## config.mk

```make
export PLATFORM = sky130hd
export DESIGN_NAME = png_stored_deflate_encoder
export DESIGN_NICKNAME = d
export VERILOG_FILES = /design/src/rtl/pngse_pkg.sv /design/src/rtl/pngse_cfg.sv /design/src/rtl/pngse_front.sv /design/src/rtl/pngse_queue.sv /design/src/rtl/pngse_back.sv /design/src/rtl/png_stored_deflate_encoder.sv
export SDC_FILE = /design/constraint.sdc
export NUM_CORES = 1
export LEC_CHECK = 0
export ABC_CLOCK_PERIOD_IN_PS = 18500
export BUFFER_PORTS_ARGS = -buffer_cell sky130_fd_sc_hd__buf_4
export CELL_PAD_IN_SITES_DETAIL_PLACEMENT = 1
export CELL_PAD_IN_SITES_GLOBAL_PLACEMENT = 1
export CORE_MARGIN = 2
export CORE_UTILIZATION = 35
export CTS_BUF_LIST = sky130_fd_sc_hd__clkbuf_8
export DETAILED_ROUTE_END_ITERATION = 8
export GPL_ROUTABILITY_DRIVEN = 0
export GPL_TIMING_DRIVEN = 1
export HOLD_SLACK_MARGIN = 0.06
export PLACE_DENSITY = 0.68
export SLEW_MARGIN = 20
export SYNTH_ARGS = -nofsm -noshare
export SYNTH_HDL_FRONTEND = slang
export SYNTH_SLANG_ARGS = --single-unit
export TNS_END_PERCENT = 100
```

## constraint.sdc

```tcl
create_clock -name clk -period 18.5 [get_ports clk]
set_clock_uncertainty 0.1 [all_clocks]
set_input_delay 1.85 -clock clk [delete_from_list [all_inputs] [get_ports clk]]
set_output_delay 1.85 -clock clk [all_outputs]
set_load 0.02 [all_outputs]
```

## src/rtl/pngse_pkg.sv

```systemverilog
// shared types, constants and functions of the png stored-deflate encoder
`timescale 1ns / 1ps
package pngse_pkg;

  localparam int CFG_INDEX_W = 2;
  localparam int CFG_DATA_W  = 15;

  localparam logic [CFG_INDEX_W-1:0] CFG_WIDTH  = 2'd0;
  localparam logic [CFG_INDEX_W-1:0] CFG_HEIGHT = 2'd1;
  localparam logic [CFG_INDEX_W-1:0] CFG_ALPHA  = 2'd2;

  localparam int QUEUE_DEPTH = 4;
  localparam int QPTR_W      = $clog2(QUEUE_DEPTH);
  localparam int QCNT_W      = $clog2(QUEUE_DEPTH + 1);

  localparam logic [31:0] CRC_INIT  = 32'hffffffff;
  localparam logic [16:0] ADLER_MOD = 17'd65521;

  localparam logic [31:0] IHDR_LEN  = 32'd13;
  localparam logic [31:0] TYPE_IHDR = 32'h49484452;
  localparam logic [31:0] TYPE_IDAT = 32'h49444154;
  localparam logic [31:0] TYPE_IEND = 32'h49454e44;
  localparam logic [7:0]  ZLIB_CMF  = 8'h78;
  localparam logic [7:0]  ZLIB_FLG  = 8'h01;
  localparam logic [7:0]  SAMPLE_BITS = 8'd8;
  localparam logic [7:0]  CTYPE_RGB = 8'd2;
  localparam logic [7:0]  CTYPE_RGBA = 8'd6;
  localparam logic [31:0] IDAT_FIXED = 32'd6;   // zlib header plus adler
  localparam logic [16:0] BLOCK_HDR  = 17'd5;   // per-row stored block header

  // configuration as the datapath sees it
  typedef struct packed {
    logic [13:0] w_eff;
    logic [14:0] h_eff;
    logic        alpha;
    logic [15:0] row_len;
    logic [15:0] pitch;
    logic [31:0] idat_len;
  } cfg_t;

  // one classified image byte
  typedef struct packed {
    logic [7:0] data;
    logic       first_file;
    logic       first_row;
    logic       last_row;
    logic       last_img;
  } item_t;

  function automatic logic [31:0] crc_nib(input logic [3:0] idx);
    logic [31:0] v;
    case (idx)
      4'h0: v = 32'h00000000;
      4'h1: v = 32'h1db71064;
      4'h2: v = 32'h3b6e20c8;
      4'h3: v = 32'h26d930ac;
      4'h4: v = 32'h76dc4190;
      4'h5: v = 32'h6b6b51f4;
      4'h6: v = 32'h4db26158;
      4'h7: v = 32'h5005713c;
      4'h8: v = 32'hedb88320;
      4'h9: v = 32'hf00f9344;
      4'ha: v = 32'hd6d6a3e8;
      4'hb: v = 32'hcb61b38c;
      4'hc: v = 32'h9b64c2b0;
      4'hd: v = 32'h86d3d2d4;
      4'he: v = 32'ha00ae278;
      default: v = 32'hbdbdf21c;
    endcase
    return v;
  endfunction

  // two nibble lookups per byte
  function automatic logic [31:0] crc_byte(input logic [31:0] crc, input logic [7:0] b);
    logic [31:0] c;
    c = crc ^ {24'd0, b};
    c = (c >> 4) ^ crc_nib(c[3:0]);
    c = (c >> 4) ^ crc_nib(c[3:0]);
    return c;
  endfunction

  function automatic logic [7:0] sig_byte(input logic [2:0] idx);
    logic [7:0] v;
    case (idx)
      3'd0: v = 8'h89;
      3'd1: v = 8'h50;
      3'd2: v = 8'h4e;
      3'd3: v = 8'h47;
      3'd4: v = 8'h0d;
      3'd5: v = 8'h0a;
      3'd6: v = 8'h1a;
      default: v = 8'h0a;
    endcase
    return v;
  endfunction

  // big endian byte i of a word
  function automatic logic [7:0] be_byte(input logic [31:0] v, input logic [1:0] i);
    logic [4:0] sh;
    sh = {~i, 3'b000};
    return 8'(v >> sh);
  endfunction

endpackage

```

## src/rtl/pngse_cfg.sv

```systemverilog
// configuration registers and values derived from them
`timescale 1ns / 1ps
module pngse_cfg (
  input  logic                               clk,
  input  logic                               rst,
  input  logic                               cfg_write,
  input  logic [pngse_pkg::CFG_INDEX_W-1:0]  cfg_index,
  input  logic [pngse_pkg::CFG_DATA_W-1:0]   cfg_data,
  output pngse_pkg::cfg_t                    cfg
);
  import pngse_pkg::*;

  logic [13:0] width_reg;
  logic [14:0] height_reg;
  logic        alpha_reg;
  logic [15:0] pitch;
  logic [31:0] idat_len;
  logic [13:0] w_eff;
  logic [14:0] h_eff;
  logic [15:0] row_len;
  logic [16:0] pitch5;
  logic [31:0] prod;

  assign w_eff   = (width_reg == '0) ? 14'd1 : width_reg;
  assign h_eff   = (height_reg == '0) ? 15'd1 : height_reg;
  assign row_len = alpha_reg ? {w_eff, 2'b00} : ({1'b0, w_eff, 1'b0} + {2'b00, w_eff});
  assign pitch5  = {1'b0, pitch} + BLOCK_HDR;
  assign prod    = {17'd0, h_eff} * {15'd0, pitch5};

  always_ff @(posedge clk) begin
    if (rst) begin
      width_reg  <= 14'd1;
      height_reg <= 15'd1;
      alpha_reg  <= 1'b0;
      pitch      <= 16'd4;
      idat_len   <= 32'd15;
    end else begin
      if (cfg_write) begin
        unique case (cfg_index)
          CFG_WIDTH:  width_reg  <= cfg_data[13:0];
          CFG_HEIGHT: height_reg <= cfg_data[14:0];
          CFG_ALPHA:  alpha_reg  <= cfg_data[0];
          default: ;
        endcase
      end
      pitch    <= row_len + 16'd1;
      idat_len <= prod + IDAT_FIXED;
    end
  end

  assign cfg.w_eff    = w_eff;
  assign cfg.h_eff    = h_eff;
  assign cfg.alpha    = alpha_reg;
  assign cfg.row_len  = row_len;
  assign cfg.pitch    = pitch;
  assign cfg.idat_len = idat_len;

endmodule

```

## src/rtl/pngse_front.sv

```systemverilog
// input side: tracks position in the image and classifies each byte
`timescale 1ns / 1ps
module pngse_front (
  input  logic                clk,
  input  logic                rst,
  input  logic                push,
  input  logic [7:0]          data_byte,
  input  logic                q_full,
  input  pngse_pkg::cfg_t     cfg,
  output logic                q_push,
  output pngse_pkg::item_t    q_item
);
  import pngse_pkg::*;

  logic        header_done;
  logic [14:0] row_index;
  logic [15:0] byte_in_row;
  logic [14:0] row_index_next;
  logic [15:0] byte_in_row_next;
  logic [16:0] bir1;
  logic [15:0] row1;
  logic        row_end;
  logic        last_row;
  logic        last_img;

  assign q_push   = push && !q_full;
  assign bir1     = {1'b0, byte_in_row} + 17'd1;
  assign row1     = {1'b0, row_index} + 16'd1;
  assign row_end  = bir1 >= {1'b0, cfg.row_len};
  assign last_row = row1 >= {1'b0, cfg.h_eff};
  assign last_img = row_end && last_row;

  assign q_item.data       = data_byte;
  assign q_item.first_file = !header_done;
  assign q_item.first_row  = byte_in_row == '0;
  assign q_item.last_row   = last_row;
  assign q_item.last_img   = last_img;

  always_comb begin
    byte_in_row_next = row_end ? 16'd0 : bir1[15:0];
    row_index_next   = (row_end && !last_row) ? row1[14:0] : row_index;
  end

  always_ff @(posedge clk) begin
    if (rst) begin
      header_done <= 1'b0;
      row_index   <= '0;
      byte_in_row <= '0;
    end else if (q_push) begin
      if (last_img) begin
        header_done <= 1'b0;
        row_index   <= '0;
        byte_in_row <= '0;
      end else begin
        header_done <= 1'b1;
        row_index   <= row_index_next;
        byte_in_row <= byte_in_row_next;
      end
    end
  end

endmodule

```

## src/rtl/pngse_queue.sv

```systemverilog
// short queue of classified bytes between front and back
`timescale 1ns / 1ps
module pngse_queue (
  input  logic                clk,
  input  logic                rst,
  input  logic                wr,
  input  pngse_pkg::item_t    wr_item,
  output logic                full,
  input  logic                rd,
  output pngse_pkg::item_t    rd_item,
  output logic                empty
);
  import pngse_pkg::*;

  item_t             slots [QUEUE_DEPTH];
  logic [QPTR_W-1:0] wptr;
  logic [QPTR_W-1:0] rptr;
  logic [QCNT_W-1:0] count;

  assign full    = count == QCNT_W'(QUEUE_DEPTH);
  assign empty   = count == '0;
  assign rd_item = slots[rptr];

  always_ff @(posedge clk) begin
    if (wr) begin
      slots[wptr] <= wr_item;
    end
  end

  always_ff @(posedge clk) begin
    if (rst) begin
      wptr  <= '0;
      rptr  <= '0;
      count <= '0;
    end else begin
      if (wr) begin
        wptr <= QPTR_W'((QPTR_W + 1)'(wptr) + 1'b1);
      end
      if (rd) begin
        rptr <= QPTR_W'((QPTR_W + 1)'(rptr) + 1'b1);
      end
      if (wr && !rd) begin
        count <= count + 1'b1;
      end else if (rd && !wr) begin
        count <= count - 1'b1;
      end
    end
  end

endmodule

```

## src/rtl/pngse_back.sv

```systemverilog
// output side: byte sequencer with crc, adler and the output register
`timescale 1ns / 1ps
module pngse_back (
  input  logic                clk,
  input  logic                rst,
  input  pngse_pkg::cfg_t     cfg,
  input  pngse_pkg::item_t    q_item,
  input  logic                q_empty,
  output logic                q_pop,
  output logic [7:0]          out_byte,
  output logic                run_last,
  output logic                stream_end,
  output logic                empty,
  input  logic                pop
);
  import pngse_pkg::*;

  typedef enum logic [4:0] {
    PH_IDLE, PH_SIG, PH_HLEN, PH_HTYPE, PH_HDATA, PH_HCRC, PH_ILEN, PH_ITYPE,
    PH_ZHDR, PH_ROWHDR, PH_FILTER, PH_DATA, PH_ADLER, PH_ICRC, PH_ELEN,
    PH_ETYPE, PH_ECRC
  } phase_t;

  typedef enum logic [1:0] {MODE_RAW, MODE_CRC, MODE_CRC_INIT, MODE_ADLER} mode_t;

  phase_t      phase;
  phase_t      ph_after;
  phase_t      ph_start;
  mode_t       mode;
  item_t       cur;
  logic [3:0]  k;
  logic [3:0]  last_k;
  logic [31:0] crc_reg;
  logic [15:0] adler_low;
  logic [15:0] adler_high;
  logic        out_valid;
  logic [7:0]  byte_val;
  logic        emit;
  logic        adv;
  logic        item_done;
  logic        final_byte;
  logic        take;
  logic [31:0] crc_next;
  logic [16:0] lo_sum;
  logic [15:0] lo_next;
  logic [16:0] hi_sum;
  logic [15:0] hi_next;

  assign emit       = phase != PH_IDLE;
  assign adv        = !out_valid || pop;
  assign final_byte = (phase == PH_ECRC) && (k == 4'd3);
  assign item_done  = ((phase == PH_DATA) && !cur.last_img) || final_byte;
  assign take       = !q_empty && ((phase == PH_IDLE) || (emit && adv && item_done));
  assign q_pop      = take;
  assign empty      = !out_valid;

  always_comb begin
    if (q_item.first_file) begin
      ph_start = PH_SIG;
    end else if (q_item.first_row) begin
      ph_start = PH_ROWHDR;
    end else begin
      ph_start = PH_DATA;
    end
  end

  // byte value, checksum mode, phase length and successor
  always_comb begin
    byte_val = 8'd0;
    mode     = MODE_RAW;
    last_k   = 4'd3;
    ph_after = PH_IDLE;
    unique case (phase)
      PH_SIG: begin
        byte_val = sig_byte(k[2:0]);
        last_k   = 4'd7;
        ph_after = PH_HLEN;
      end
      PH_HLEN: begin
        byte_val = be_byte(IHDR_LEN, k[1:0]);
        ph_after = PH_HTYPE;
      end
      PH_HTYPE: begin
        byte_val = be_byte(TYPE_IHDR, k[1:0]);
        mode     = (k == 4'd0) ? MODE_CRC_INIT : MODE_CRC;
        ph_after = PH_HDATA;
      end
      PH_HDATA: begin
        mode     = MODE_CRC;
        last_k   = 4'd12;
        ph_after = PH_HCRC;
        case (k)
          4'd0, 4'd1, 4'd2, 4'd3: byte_val = be_byte({18'd0, cfg.w_eff}, k[1:0]);
          4'd4, 4'd5, 4'd6, 4'd7: byte_val = be_byte({17'd0, cfg.h_eff}, k[1:0]);
          4'd8:    byte_val = SAMPLE_BITS;
          4'd9:    byte_val = cfg.alpha ? CTYPE_RGBA : CTYPE_RGB;
          default: byte_val = 8'd0;
        endcase
      end
      PH_HCRC: begin
        byte_val = be_byte(~crc_reg, k[1:0]);
        ph_after = PH_ILEN;
      end
      PH_ILEN: begin
        byte_val = be_byte(cfg.idat_len, k[1:0]);
        ph_after = PH_ITYPE;
      end
      PH_ITYPE: begin
        byte_val = be_byte(TYPE_IDAT, k[1:0]);
        mode     = (k == 4'd0) ? MODE_CRC_INIT : MODE_CRC;
        ph_after = PH_ZHDR;
      end
      PH_ZHDR: begin
        byte_val = (k == 4'd0) ? ZLIB_CMF : ZLIB_FLG;
        mode     = MODE_CRC;
        last_k   = 4'd1;
        ph_after = cur.first_row ? PH_ROWHDR : PH_DATA;
      end
      PH_ROWHDR: begin
        mode     = MODE_CRC;
        last_k   = 4'd4;
        ph_after = PH_FILTER;
        case (k)
          4'd0:    byte_val = {7'd0, cur.last_row};
          4'd1:    byte_val = cfg.pitch[7:0];
          4'd2:    byte_val = cfg.pitch[15:8];
          4'd3:    byte_val = ~cfg.pitch[7:0];
          default: byte_val = ~cfg.pitch[15:8];
        endcase
      end
      PH_FILTER: begin
        byte_val = 8'd0;
        mode     = MODE_ADLER;
        last_k   = 4'd0;
        ph_after = PH_DATA;
      end
      PH_DATA: begin
        byte_val = cur.data;
        mode     = MODE_ADLER;
        last_k   = 4'd0;
        ph_after = PH_ADLER;
      end
      PH_ADLER: begin
        byte_val = be_byte({adler_high, adler_low}, k[1:0]);
        mode     = MODE_CRC;
        ph_after = PH_ICRC;
      end
      PH_ICRC: begin
        byte_val = be_byte(~crc_reg, k[1:0]);
        ph_after = PH_ELEN;
      end
      PH_ELEN: begin
        byte_val = 8'd0;
        ph_after = PH_ETYPE;
      end
      PH_ETYPE: begin
        byte_val = be_byte(TYPE_IEND, k[1:0]);
        mode     = (k == 4'd0) ? MODE_CRC_INIT : MODE_CRC;
        ph_after = PH_ECRC;
      end
      PH_ECRC: begin
        byte_val = be_byte(~crc_reg, k[1:0]);
        ph_after = PH_IDLE;
      end
      default: begin
        byte_val = 8'd0;
      end
    endcase
  end

  // running checksums
  always_comb begin
    crc_next = crc_byte((mode == MODE_CRC_INIT) ? CRC_INIT : crc_reg, byte_val);
    lo_sum   = {1'b0, adler_low} + {9'd0, byte_val};
    lo_next  = (lo_sum >= ADLER_MOD) ? 16'(lo_sum - ADLER_MOD) : lo_sum[15:0];
    hi_sum   = {1'b0, adler_high} + {1'b0, lo_next};
    hi_next  = (hi_sum >= ADLER_MOD) ? 16'(hi_sum - ADLER_MOD) : hi_sum[15:0];
  end

  always_ff @(posedge clk) begin
    if (rst) begin
      phase      <= PH_IDLE;
      k          <= '0;
      out_valid  <= 1'b0;
      crc_reg    <= CRC_INIT;
      adler_low  <= 16'd1;
      adler_high <= 16'd0;
    end else begin
      if (adv) begin
        out_valid <= emit;
      end
      if (take) begin
        phase <= ph_start;
        k     <= '0;
      end else if (emit && adv) begin
        if (item_done) begin
          phase <= PH_IDLE;
        end else if (k == last_k) begin
          phase <= ph_after;
          k     <= '0;
        end else begin
          k <= k + 4'd1;
        end
      end
      if (emit && adv) begin
        if (mode != MODE_RAW) begin
          crc_reg <= crc_next;
        end
        if (final_byte) begin
          adler_low  <= 16'd1;
          adler_high <= 16'd0;
        end else if (mode == MODE_ADLER) begin
          adler_low  <= lo_next;
          adler_high <= hi_next;
        end
      end
    end
  end

  // payload registers
  always_ff @(posedge clk) begin
    if (take) begin
      cur <= q_item;
    end
    if (emit && adv) begin
      out_byte   <= byte_val;
      run_last   <= item_done;
      stream_end <= final_byte;
    end
  end

endmodule

```

## src/rtl/png_stored_deflate_encoder.sv

```systemverilog
// top level of the png encoder with stored deflate blocks
`timescale 1ns / 1ps
//
// channel   direction  handshake                 payload
// input     in         push / full               data_byte
// result    out        empty / pop               out_byte, run_last, stream_end
// config    in         cfg_write (no wait)       cfg_index, cfg_data
//
// in steady state the back sequencer emits one byte per cycle while the output
// register is free or being popped, and picks up the next queued byte in the same cycle
// file start adds signature, ihdr and idat/zlib headers; row start adds block
// header and filter byte; image end adds adler, idat crc and the iend chunk
// a 4-entry queue splits the front from the back, so push keeps going while
// the output register waits on pop; full rises only when the queue is full
// rst is synchronous; registers come back as width 1, height 1, rgb
module png_stored_deflate_encoder (
  input  logic                               clk,
  input  logic                               rst,
  // input transactions
  input  logic                               push,
  output logic                               full,
  input  logic [7:0]                         data_byte,
  // result transactions
  output logic                               empty,
  input  logic                               pop,
  output logic [7:0]                         out_byte,
  output logic                               run_last,
  output logic                               stream_end,
  // configuration writes
  input  logic                               cfg_write,
  input  logic [pngse_pkg::CFG_INDEX_W-1:0]  cfg_index,
  input  logic [pngse_pkg::CFG_DATA_W-1:0]   cfg_data
);
  import pngse_pkg::*;

  cfg_t  cfg;
  item_t fq_item;    // front to queue
  item_t qb_item;    // queue to back
  logic  fq_push;
  logic  q_full;
  logic  q_empty;
  logic  q_pop;

  // registers plus derived row length, block pitch and idat length
  pngse_cfg u_cfg (
    .clk       (clk),
    .rst       (rst),
    .cfg_write (cfg_write),
    .cfg_index (cfg_index),
    .cfg_data  (cfg_data),
    .cfg       (cfg)
  );

  // tags each byte as first of file, first of row, in last row, last of image
  pngse_front u_front (
    .clk       (clk),
    .rst       (rst),
    .push      (push),
    .data_byte (data_byte),
    .q_full    (q_full),
    .cfg       (cfg),
    .q_push    (fq_push),
    .q_item    (fq_item)
  );

  assign full = q_full;

  pngse_queue u_queue (
    .clk     (clk),
    .rst     (rst),
    .wr      (fq_push),
    .wr_item (fq_item),
    .full    (q_full),
    .rd      (q_pop),
    .rd_item (qb_item),
    .empty   (q_empty)
  );

  // expands each tagged byte into file bytes, keeps crc-32 and adler-32
  pngse_back u_back (
    .clk        (clk),
    .rst        (rst),
    .cfg        (cfg),
    .q_item     (qb_item),
    .q_empty    (q_empty),
    .q_pop      (q_pop),
    .out_byte   (out_byte),
    .run_last   (run_last),
    .stream_end (stream_end),
    .empty      (empty),
    .pop        (pop)
  );

endmodule
```

==> results.py, run 1 <==
metrics = {
    "run_status": {
        "status": "completed",
    },
    "floorplanning": {
        "rows": 97,
        "fp.dieH_um": 271,
        "die_w_um": 271,
        "dieArea_um2": 73400,
        "core_um2": 70300,
        "start_util_pct": 35.5,
        "io_pins": 42,
    },
    "yosys": {
        "synth_area_per_cell_um2": 8.71,
        "synth_top_cell_by_area": "fa_1",
        "synth.area.top_cells": "fa_1, dfxtp_1, ha_1, edfxtp_1, nand2_1",
        "syn_nets": 3279,
        "synth_area_um2": 24900,
        "ys.flop_type": "dfxtp_1",
        "synth-edff-count": 69,
        "netlist_instances": 2861,
        "synth_cell_types": 103,
        "async_flop_share_pct": 0,
        "ys_warn_count": 0,
        "ys_seq_elements": 262,
        "yosysTopAreaCellShare_pct": 16.0,
        "seq_area_frac_synth_pct": 23.8,
    },
    "power": {
        "p_per_area_nw_per_um2": 88.0,
        "irDropWorstVdd_v": 0.0000619,
        "p_leak_nw": 11.8,
        "p_total_mw": 2.40,
    },
    "clock_tree": {
        "cts.reportedPaths.clkPinSlew_ns": 0.06,
        "htreeDepth": 2,
        "cts-root-buf": "clkbuf_8",
        "cts_hold_buf": 0,
        "insertion_delay_ns": 0.67,
        "clockBufferDepth": 3,
        "cts_resized": 0,
        "cts_tree": "done",
        "clock_sinks": 262,
        "cts_setup_buffers": 0,
        "numCtsBuffers": 51,
    },
    "worst_setup_path": {
        "slowest_delay_ns": 0.68,
        "r2r_cells": 32,
        "crit_arrival_ns": 11.11,
        "rr_endpoint": "u_back.adler_high[10]",
        "rr_startpoint": "u_back.k[0]",
        "regToRegSetupSlack_ns": 7.80,
        "critPathLaunchType": "flip-flop",
        "path_common_cell": "a21oi_1",
        "crit_type": "flip-flop to flip-flop",
        "startpoint": "u_back.k[0]",
        "path_max_fanout": 36,
        "critical_path_required_ns": 18.91,
        "cp_slowest_cell": "inv_1",
        "cp-end-kind": "flip-flop",
    },
    "route": {
        "wl_per_cell_um": 21.5,
        "avgViaCountPerCell": 5.56,
        "num_vias": 21250,
        "drc": 0,
        "finalWirelength_um": 82000,
        "drt_iter0_markers": 1198,
        "firstDrtPassIters": 5,
        "final_antenna_net_count": 0,
    },
    "worst_hold_path": {
        "min_from": "u_cfg.width_reg[12]",
        "hp-class": "flip-flop to flip-flop",
        "hold_path_end": "u_cfg.width_reg[12]",
        "whs_path_depth": 2,
    },
    "sta": {
        "fmaxAchievable_mhz": 93.5,
        "fin_crit_ns": 10.70,
        "rsz0062_at_grt": "false",
        "slew_violations": 0,
        "hold_viol": 0,
        "worst_pin_slew_ns": 1.09,
        "maxSlewHeadroom_pct": 27.0,
        "tns_ns": 0,
        "finalSetupViolCount": 0,
        "fin_crit_sh_pct": 57.8,
    },
    "layout": {
        "drive_gt1_share_pct": 8.16,
        "fillers": 8146,
        "largest_reg_flops": 48,
        "syn_to_final_growth_pct": 9.53,
        "multi_input_area_um2": 17400,
        "layout_commonest_cell": "nand2_1",
        "layout_common_cells": "nand2_1, inv_1, fa_1, nor2_1, dfxtp_1",
        "nNetsFinal": 3260,
        "regArea_um2": 5940,
        "final_core_util_pct": 38.9,
        "diodes": 0,
    },
    "global_route": {
        "grt_first_pass_wirelength_um": 129000,
        "antenna_found_initial": 0,
        "grt_pass1_vias": 22583,
        "grt_overflow": 0,
        "grt_usage_pct": 22.2,
        "grt_max_degree": 73,
    },
    "placed_design": {
        "numPortBuffers": 41,
        "place_hpwl_um": 62800,
    },
    "job": {
        "cap_violations": 0,
    },
}
cell usage after synthesis, types with 13 or more instances:
cell / instances
mux2i_1: 20
fa_1: 199
nand4_1: 34
dfxtp_1: 193
and3_1: 26
buf_2: 13
xor2_1: 62
o21a_1: 21
ha_1: 189
a221o_1: 13
a21o_1: 51
xnor2_1: 124
nor2b_1: 25
nand3_1: 73
nand2_1: 364
mux4_2: 15
nor4_1: 14
nor3_1: 72
a31oi_1: 17
nand2b_1: 24
o211ai_1: 27
a221oi_1: 23
or3_1: 28
edfxtp_1: 69
nor2_1: 196
and2_1: 102
a21oi_1: 143
clkbuf_1: 124
inv_1: 275
o21ai_0: 80
stage by stage:
step / instance area, um^2 / worst slack, ns / instances / hold WS [ns]
2_1_floorplan: 24900 / 9.87 / 2861 / 0.340
3_3_place_gp: 26200 / 8.47 / 3729 / 0.361
3_5_place_dp: 26200 / 8.10 / 3729 / 0.372
4_1_cts: 27300 / 7.99 / 3821 / 0.380
5_1_grt: 27300 / 6.84 / 3821 / 0.407
6_report: 27300 / 7.80 / 3821 / 0.382
area by class of cell:
class | count | share of cell area [%]
Clock buffer | 67 | 3.38
Clock inverter | 25 | 0.825
Inverter | 277 | 3.81
Multi-Input combinational cell | 2170 | 63.7
Sequential cell | 262 | 21.7
Tap cell | 940 | 4.31
Timing Repair Buffer | 80 | 2.20
metal layers:
| metal | up-vias | share of wire (%) | GRT usage, % |
|---|---|---|---|
| met4 | 0 | 2.7 | 6.59 |
| met5 | - | 0 | 0 |
| met1 | 10887 | 44 | 28.9 |
| met2 | 512 | 49 | 38.2 |
| li1 | 9724 | - | - |
| met3 | 127 | 4.6 | 2.99 |
how the worst max path moves through the flow:
| stage | end | slack, ns |
|---|---|---|
| final | u_back.adler_high[10] | 7.80 |
| after global routing | u_back.adler_high[10] | 6.84 |
| after CTS | u_back.adler_high[10] | 7.99 |
| after detailed placement | u_back.adler_high[10] | 8.10 |
| after global placement | u_back.adler_high[10] | 8.47 |
| after floorplan | u_back.adler_high[10] | 9.87 |
cell families (layout without fill, tap and decap cells):
| logic type | Yosys count | after routing | synth area share [%] |
|---|---|---|---|
| compound gates | 530 | 530 | 14.6 |
| xor+xnor | 202 | 202 | 7.84 |
| fa+ha+maj | 388 | 388 | 25.5 |
| buf+inv | 429 | 449 | 6.60 |
| flops | 262 | 262 | 23.8 |
| mux | 36 | 36 | 2.20 |
| simple gates | 1014 | 1014 | 19.5 |
power breakdown:
group          leakage, nW  internal (mW)  switching (mW)
registers             2.21          0.672          0.0779
logic                 9.03          0.417           0.576
clock network        0.611          0.371           0.289
worst max-delay path: cells and delay by family, from the launching register on:
| family | cells | cell delay (ns) |
|---|---|---|
| adders and majority gates | 3 | 1.16 |
| xor gates and xnor gates | 2 | 0.45 |
| and+or+nand+nor | 5 | 1.63 |
| buffers and inverters | 4 | 1.20 |
| AOI/OAI and AO/OA | 18 | 5.70 |
| DFF | 1 | 0.30 |
No activity file was read; power rests on OpenSTA's default activity.
==> run 2, diff against run 1 <==
--- a/config.mk
+++ b/config.mk
@@ -5,7 +5,7 @@
 export SDC_FILE = /design/constraint.sdc
 export NUM_CORES = 1
 export LEC_CHECK = 0
-export ABC_CLOCK_PERIOD_IN_PS = 18500
+export ABC_CLOCK_PERIOD_IN_PS = 9000
 export BUFFER_PORTS_ARGS = -buffer_cell sky130_fd_sc_hd__buf_4
 export CELL_PAD_IN_SITES_DETAIL_PLACEMENT = 1
 export CELL_PAD_IN_SITES_GLOBAL_PLACEMENT = 1
@@ -16,7 +16,7 @@
 export GPL_ROUTABILITY_DRIVEN = 0
 export GPL_TIMING_DRIVEN = 1
 export HOLD_SLACK_MARGIN = 0.06
-export PLACE_DENSITY = 0.68
+export PLACE_DENSITY = 0.7
 export SLEW_MARGIN = 20
 export SYNTH_ARGS = -nofsm -noshare
 export SYNTH_HDL_FRONTEND = slang
==> constraint.sdc (replaced) <==
create_clock -name clk -period 9 [get_ports clk]
set_clock_uncertainty 0.1 [all_clocks]
set_input_delay 0.9 -clock clk [delete_from_list [all_inputs] [get_ports clk]]
set_output_delay 0.9 -clock clk [all_outputs]
set_load 0.02 [all_outputs]
==> results.py, run 2 (synthesized netlist as in run 1, its figures left out) <==
metrics = {
    "clock_tree": {
        "cts-root-buf": "clkbuf_8",
        "numCtsBuffers": 47,
        "htreeDepth": 2,
        "cts_tree": "done",
        "cts_hold_buf": 0,
        "clock_sinks": 262,
        "clockBufferDepth": 3,
        "cts.reportedPaths.clkPinSlew_ns": 0.07,
        "insertion_delay_ns": 0.62,
    },
    "worst_setup_path": {
        "path_max_fanout": 8,
        "cp-end-kind": "flip-flop",
        "crit_type": "flip-flop to flip-flop",
        "critical_path_required_ns": 9.41,
        "crit_arrival_ns": 9.16,
        "critPathTopFamily": "compound AO/OA/AOI/OAI gates",
        "critPathLaunchType": "flip-flop",
        "cp_slowest_cell": "o41a_1",
        "critical_path_buf_inv_count": 3,
        "slowest_delay_ns": 0.59,
    },
    "placed_design": {
        "post-place-ws_ns": -0.00684,
        "place_hpwl_um": 64100,
        "numPortBuffers": 41,
    },
    "sta": {
        "finalSetupViolCount": 0,
        "maxSlewHeadroom_pct": 31.6,
        "layout_setup_ws_ns": 0.254,
        "fmaxAchievable_mhz": 114,
        "slew_violations": 0,
        "fin_crit_ns": 8.75,
        "fin_crit_sh_pct": 97.2,
        "hold_viol": 0,
        "worst_pin_slew_ns": 1.02,
    },
    "layout": {
        "fillers": 8279,
        "final_core_util_pct": 39.5,
        "layout_commonest_cell": "nand2_1",
        "drive_gt1_share_pct": 10.3,
        "syn_to_final_growth_pct": 11.3,
        "layout_common_cells": "nand2_1, inv_1, fa_1, nor2_1, dfxtp_1",
        "nNetsFinal": 3315,
        "diodes": 0,
        "largest_reg_flops": 48,
    },
    "global_route": {
        "grt_max_degree": 71,
        "grt_first_pass_wirelength_um": 132000,
        "grt_usage_pct": 22.7,
        "grt_pass1_vias": 22977,
        "antenna_found_initial": 0,
        "grt_overflow": 0,
    },
    "floorplanning": {
        "rows": 97,
        "die_w_um": 271,
        "io_pins": 42,
        "dieArea_um2": 73400,
        "fp.dieH_um": 271,
        "start_util_pct": 35.5,
        "core_um2": 70300,
    },
    "worst_hold_path": {
        "hp-class": "primary input to flip-flop",
    },
    "power": {
        "p_per_area_nw_per_um2": 180,
        "p_leak_nw": 12.1,
        "p_total_mw": 4.99,
        "irDropWorstVdd_v": 0.000147,
    },
    "job": {
        "cap_violations": 0,
    },
    "run_status": {
        "status": "completed",
    },
    "route": {
        "finalWirelength_um": 83400,
        "num_vias": 21525,
        "final_antenna_net_count": 0,
        "drc": 0,
        "wl_per_cell_um": 21.5,
        "firstDrtPassIters": 6,
        "drt_iter0_markers": 1464,
        "avgViaCountPerCell": 5.55,
    },
}
run 2: changes by cell type in the layout (fill, tap and decap cells not counted), moves of 3 or more:
cell        delta
buf_4         +59
clkbuf_8      -15
clkinvlp_4     +4
bufinv_16      +3
clkinv_4       +3
run 2: repair_timing:
action	4_1_cts	5_1_grt
endpoints found under the setup margin	6	16
endpoints found under the hold margin	0	0
setup buffers	0	6
gates resized for setup	3	18
pin swaps	0	4
run 2: where the power goes:
part           switching, mW  internal [mW]
Combinational           1.25          0.899
Sequential             0.140           1.38
Clock                  0.594          0.724
run 2: area by class of cell:
cell class / instances / area, um^2 / area share (%)
timing repair buffer: 139 / 1040 / 3.76
tap: 940 / 1180 / 4.24
clock buffer: 52 / 716 / 2.58
multi-input combinational: 2170 / 17500 / 62.9
inverter: 277 / 1040 / 3.75
clock inverter: 36 / 380 / 1.37
sequential: 262 / 5940 / 21.4
run 2: metrics by stage:
step           hold slack [ns]  TNS (ns)  instances  instance area [um^2]
2_1_floorplan            0.340         0       2861                 24900
6_report                 0.377         0       3876                 27800
3_3_place_gp             0.366         0       3782                 26500
3_5_place_dp             0.379  -0.00684       3782                 26500
5_1_grt                  0.344    -0.615       3876                 27800
4_1_cts                  0.332         0       3870                 27600
run 2: path summary, 6_finish.rpt:
check / startpoint / end / slack, ns / cells past startpoint
setup / recovery: u_cfg.width_reg[9] / u_back.adler_high[11] / 0.25 / 34
hold / removal: data_byte[7] / u_queue.slots[0][11] / 0.38 / 1
setup reg to reg: u_cfg.width_reg[9] / u_back.adler_high[11] / 0.25 / 34
hold reg to reg: u_cfg.width_reg[2] / u_cfg.width_reg[2] / 0.38 / 2
run 2: worst register-to-register path, delay by kind of cell (launching register included):
kind	cells	cell delay [ns]
buffers and inverters	3	0.34
XOR/XNOR	2	0.36
adder cells (fa/ha/maj)	5	1.50
AND/OR/NAND/NOR	10	2.35
flip-flops	1	0.39
AO/OA/AOI/OAI	12	2.83
multiplexers	2	0.76
run 2: layer usage:
layer	part of all wire, %	track usage, %
met4	2.9	6.64
met3	4.6	2.28
met1	44	30.3
met2	48	38.6
met5	0	0
